<file path="src/rtl/core/tswb_axis.sv">
// ----------------------------------------------------------------------------
// tswb_axis
// Coordinate scaling, floor/fraction split and wrap for one axis, two stages.
// ----------------------------------------------------------------------------
module tswb_axis #(
    parameter int MAXS = 256
) (
    input  logic                      aclk,
    input  logic                      en,
    input  logic signed [31:0]        coord,
    input  logic [$clog2(MAXS+1)-1:0] size,
    input  logic                      repeat_mode,
    output logic [$clog2(MAXS)-1:0]   pos0,
    output logic [$clog2(MAXS)-1:0]   pos1,
    output logic [15:0]               frac
);
    localparam int SW = $clog2(MAXS + 1);
    localparam int PW = (MAXS > 1) ? $clog2(MAXS) : 1;
    localparam int MW = 33 + SW;
    localparam int IW = MW - 16;

    logic signed [MW-1:0] prod_reg, prod_next;
    logic [SW-1:0]        size_reg;
    logic                 rep_reg;
    logic [15:0]          coord_frac_reg;

    // Stage one: exact product of coordinate and size.
    assign prod_next = MW'(coord) * $signed({1'b0, size});

    always_ff @(posedge aclk) begin
        if (en) begin
            prod_reg       <= prod_next;
            size_reg       <= size;
            rep_reg        <= repeat_mode;
            coord_frac_reg <= coord[15:0];
        end
    end

    logic signed [IW-1:0] ipos;
    logic [SW-1:0]        m;
    logic [SW-1:0]        p0, p1;

    // Stage two: the floor is an arithmetic shift of the product. For repeat,
    // the integer part of the coordinate contributes a whole multiple of the
    // size, so the wrapped position is the fraction times the size, floored.
    always_comb begin
        ipos = prod_reg[MW-1:16];
        m    = SW'(({16'd0, coord_frac_reg} * {{16{1'b0}}, size_reg}) >> 16);
        if (rep_reg) begin
            p0 = m;
            p1 = (m + SW'(1) >= size_reg) ? '0 : m + SW'(1);
        end else begin
            if (ipos < 0) begin
                p0 = '0;
            end else if (ipos > $signed({1'b0, size_reg}) - 1) begin
                p0 = size_reg - SW'(1);
            end else begin
                p0 = SW'(ipos);
            end
            p1 = (p0 + SW'(1) >= size_reg) ? p0 : p0 + SW'(1);
        end
    end

    assign pos0 = PW'(p0);
    assign pos1 = PW'(p1);
    assign frac = prod_reg[15:0];
endmodule

</file>
<file path="config.mk">
export PLATFORM = sky130hd
export DESIGN_NAME = tswb_axis
export DESIGN_NICKNAME = d
export VERILOG_FILES = /design/src/rtl/core/tswb_axis.sv
export SDC_FILE = /design/constraint.sdc
export NUM_CORES = 1
export LEC_CHECK = 0
export ABC_AREA = 1
export BUFFER_PORTS_ARGS = -buffer_cell sky130_fd_sc_hd__buf_4
export CAP_MARGIN = 20
export CORE_MARGIN = 2
export CORE_UTILIZATION = 50
export DETAILED_ROUTE_END_ITERATION = 7
export PLACE_DENSITY_LB_ADDON = 0.2
export SLEW_MARGIN = 10
export SYNTH_ARGS = -nofsm -noshare
export SYNTH_HDL_FRONTEND = slang
export SYNTH_SLANG_ARGS = --single-unit
export TNS_END_PERCENT = 30
</file>
<file path="constraint.sdc">
create_clock -name aclk -period 6.6 [get_ports aclk]
set_clock_uncertainty 0.05 [all_clocks]
set_input_delay 0 -clock aclk [delete_from_list [all_inputs] [get_ports aclk]]
set_output_delay 0 -clock aclk [all_outputs]
set_load 0.01 [all_outputs]
</file>
==> metrics.txt <==
gpl congestion 0.880; n_diodes 0; H-tree levels 3; vias in the first global route 15.9k; share of the synthesized area in the top cell type 34.6%; antenna violations before repair 0; Max Clk Rate 155 MHz; register bit count reported by yosys 68; Async S/R FF share, synth 0%; WHS 0.110 ns; CTS tree built; DRT iter0 DRCs 972; Sequential Area 0.00204 mm^2; drt pass-1 iters 5; EDFF count, synth 68; nets@finish 3137; Cell Area, Synth 0.0192 mm^2; Worst-path clk slew 0.05 ns; fin cells 3098; Post-DP Area 0.0200 mm^2; Final TNS setup 0 ns; register area share after synthesis 10.6%; Slew HR 43.5%; Rows 71; chip height 200 um; Worst EP arrival 6.40 ns; Worst-Margin Slew 0.847 ns; Clk Tree Root Cell clkbuf_16; IO Pins 76; die area 0.0400 mm^2; Tmin final 6.45 ns; Final Hold Vio Count 0; RSZ-0062 raised after global routing true; max_cap viols 0; Hold Path Class input port to flop; CTS sink cnt 68; ranking of synthesized cells by area fa_1, inv_1, nand2_1, ha_1, edfxtp_1; Total Routing Usage GR 24.6%; drc violations 0; CTS Buf Count 9; first-pass GRT wire length 78.1 mm; largest net degree at the start of global routing 69; core area 0.0378 mm^2; DP HPWL 38.3 mm; footprint of the multi-input gates 0.0143 mm^2; critical path's largest stage delay 0.54 ns; Ys Warns 0; Initial Util 50.9%; Syn Area/Cell 7.67 um^2; Congestion Overflow GR 0; placed cells 2992; Setup CP Type flop to output pin; post-DR wirelength/cell 15.3 um; Max Transition Viols Final 0; # setup viols final 0; share of cells above drive strength 1 11.7%; ANT nets after route 0; final WL 47.4 mm; ys flop type edfxtp_1; Final period util 97.7%; Final Cell Area 0.0215 mm^2; status completed; Worst Path Required 6.55 ns; post-synth top area cell fa_1; CP max FO 6; FILL cells 3526; synth unique cells 48; Mapped Nets 3056; via count 15.3k; Chip Width 200 um; PortBufs 75; max reg flops 42; gate count of the mapped netlist 2503; Critical-path top delay cell fa_1; Area growth, synth to finish 12.1%; clock buffer depth 2; Setup crit start kind flop; crit end category output pin; vias per cell 4.95
-- through the flow --
stage               utilization, %  worst slack, ns
finish                        57.0            0.149
floorplan                        -            0.367
global placement              53.0           0.0312
global route                  57.0           -0.167
CTS                           55.3        0.0000417
detailed placement            53.0          -0.0592
-- Yosys cell counts, drive strengths merged (15+ instances only) --
cell    number
xor2        47
buf         30
nand2      651
nor3        15
edfxtp      68
xnor2       19
nor2        86
inv        735
a31oi       15
ha         177
o21ai       53
fa         332
nand3       44
clkbuf      84
a21oi       84
-- logic make-up (layout without fill, tap and decap cells) --
| group | after synthesis | in the layout | share of synthesized area [%] |
|---|---|---|---|
| buf+inv | 849 | 933 | 17.0 |
| xor+xnor | 66 | 66 | 3.09 |
| compound gates | 192 | 192 | 5.73 |
| fa+ha+maj | 509 | 509 | 46.2 |
| flops | 68 | 68 | 10.6 |
| simple gates | 819 | 819 | 17.4 |
-- final timing paths --
| check | startpoint | endpoint | slack (ns) | cells past startpoint |
|---|---|---|---|---|
| worst min-delay path | size[8] | size_reg[8] | 0.11 | 1 |
| worst max-delay path | size_reg[3] | pos1[1] | 0.15 | 35 |
-- worst max-delay path: cells and delay by family, from the launching register on --
family | cells | cell delay (ns)
AOI/OAI and AO/OA | 6 | 0.81
xor gates and xnor gates | 2 | 0.40
adders and majority gates | 6 | 2.57
buffers and inverters | 11 | 1.09
DFF | 1 | 0.42
and+or+nand+nor | 10 | 0.79
-- per-layer routing --
metal | vias to the layer above | GRT usage, % | wire (um)
li1 | 7410 | - | -
met4 | 0 | 6.04 | 929
met5 | - | 0 | 0
met2 | 355 | 43.3 | 23300
met3 | 58 | 1.01 | 1800
met1 | 7526 | 33.8 | 21300
-- timing repair --
action / in CTS / in global routing
cloned: 0 / 3
buffers inserted: 37 / 35
pin swaps: 8 / 65
endpoints found under the setup margin: 8 / 8
gates resized for setup: 18 / 88
hold endpoints to repair: 18 / 0
hold buffers: 17 / 0
-- cell usage in the layout (no fill, tap or decap), types with 7 or more instances in the layout --
master,count
inv_2,22
o21ai_1,15
fa_1,329
nor2_1,69
nand4_1,11
nand2_2,22
nor3_1,10
inv_1,711
a21o_1,12
buf_6,7
clkbuf_16,10
xnor2_1,19
a31oi_1,11
o21ai_0,34
nor2_2,9
a21oi_1,76
ha_1,162
o211ai_1,7
xor2_1,41
nand3_1,36
nand2_1,626
nor2_4,8
nand3_2,7
buf_4,152
edfxtp_1,68
dlygate4sd3_1,17
ha_4,13
-- area by class of cell --
cell class	instances	share of cell area [%]
Sequential cell	68	9.48
Multi-Input combinational cell	1586	66.5
Inverter	735	12.8
Timing Repair Buffer	184	7.08
Clock inverter	4	0.0872
Clock buffer	10	1.06
Tap cell	511	2.97
Power is left out: the tool's default activity adds up to more than one toggle a clock period on the data nets, which glitch-free logic cannot reach.
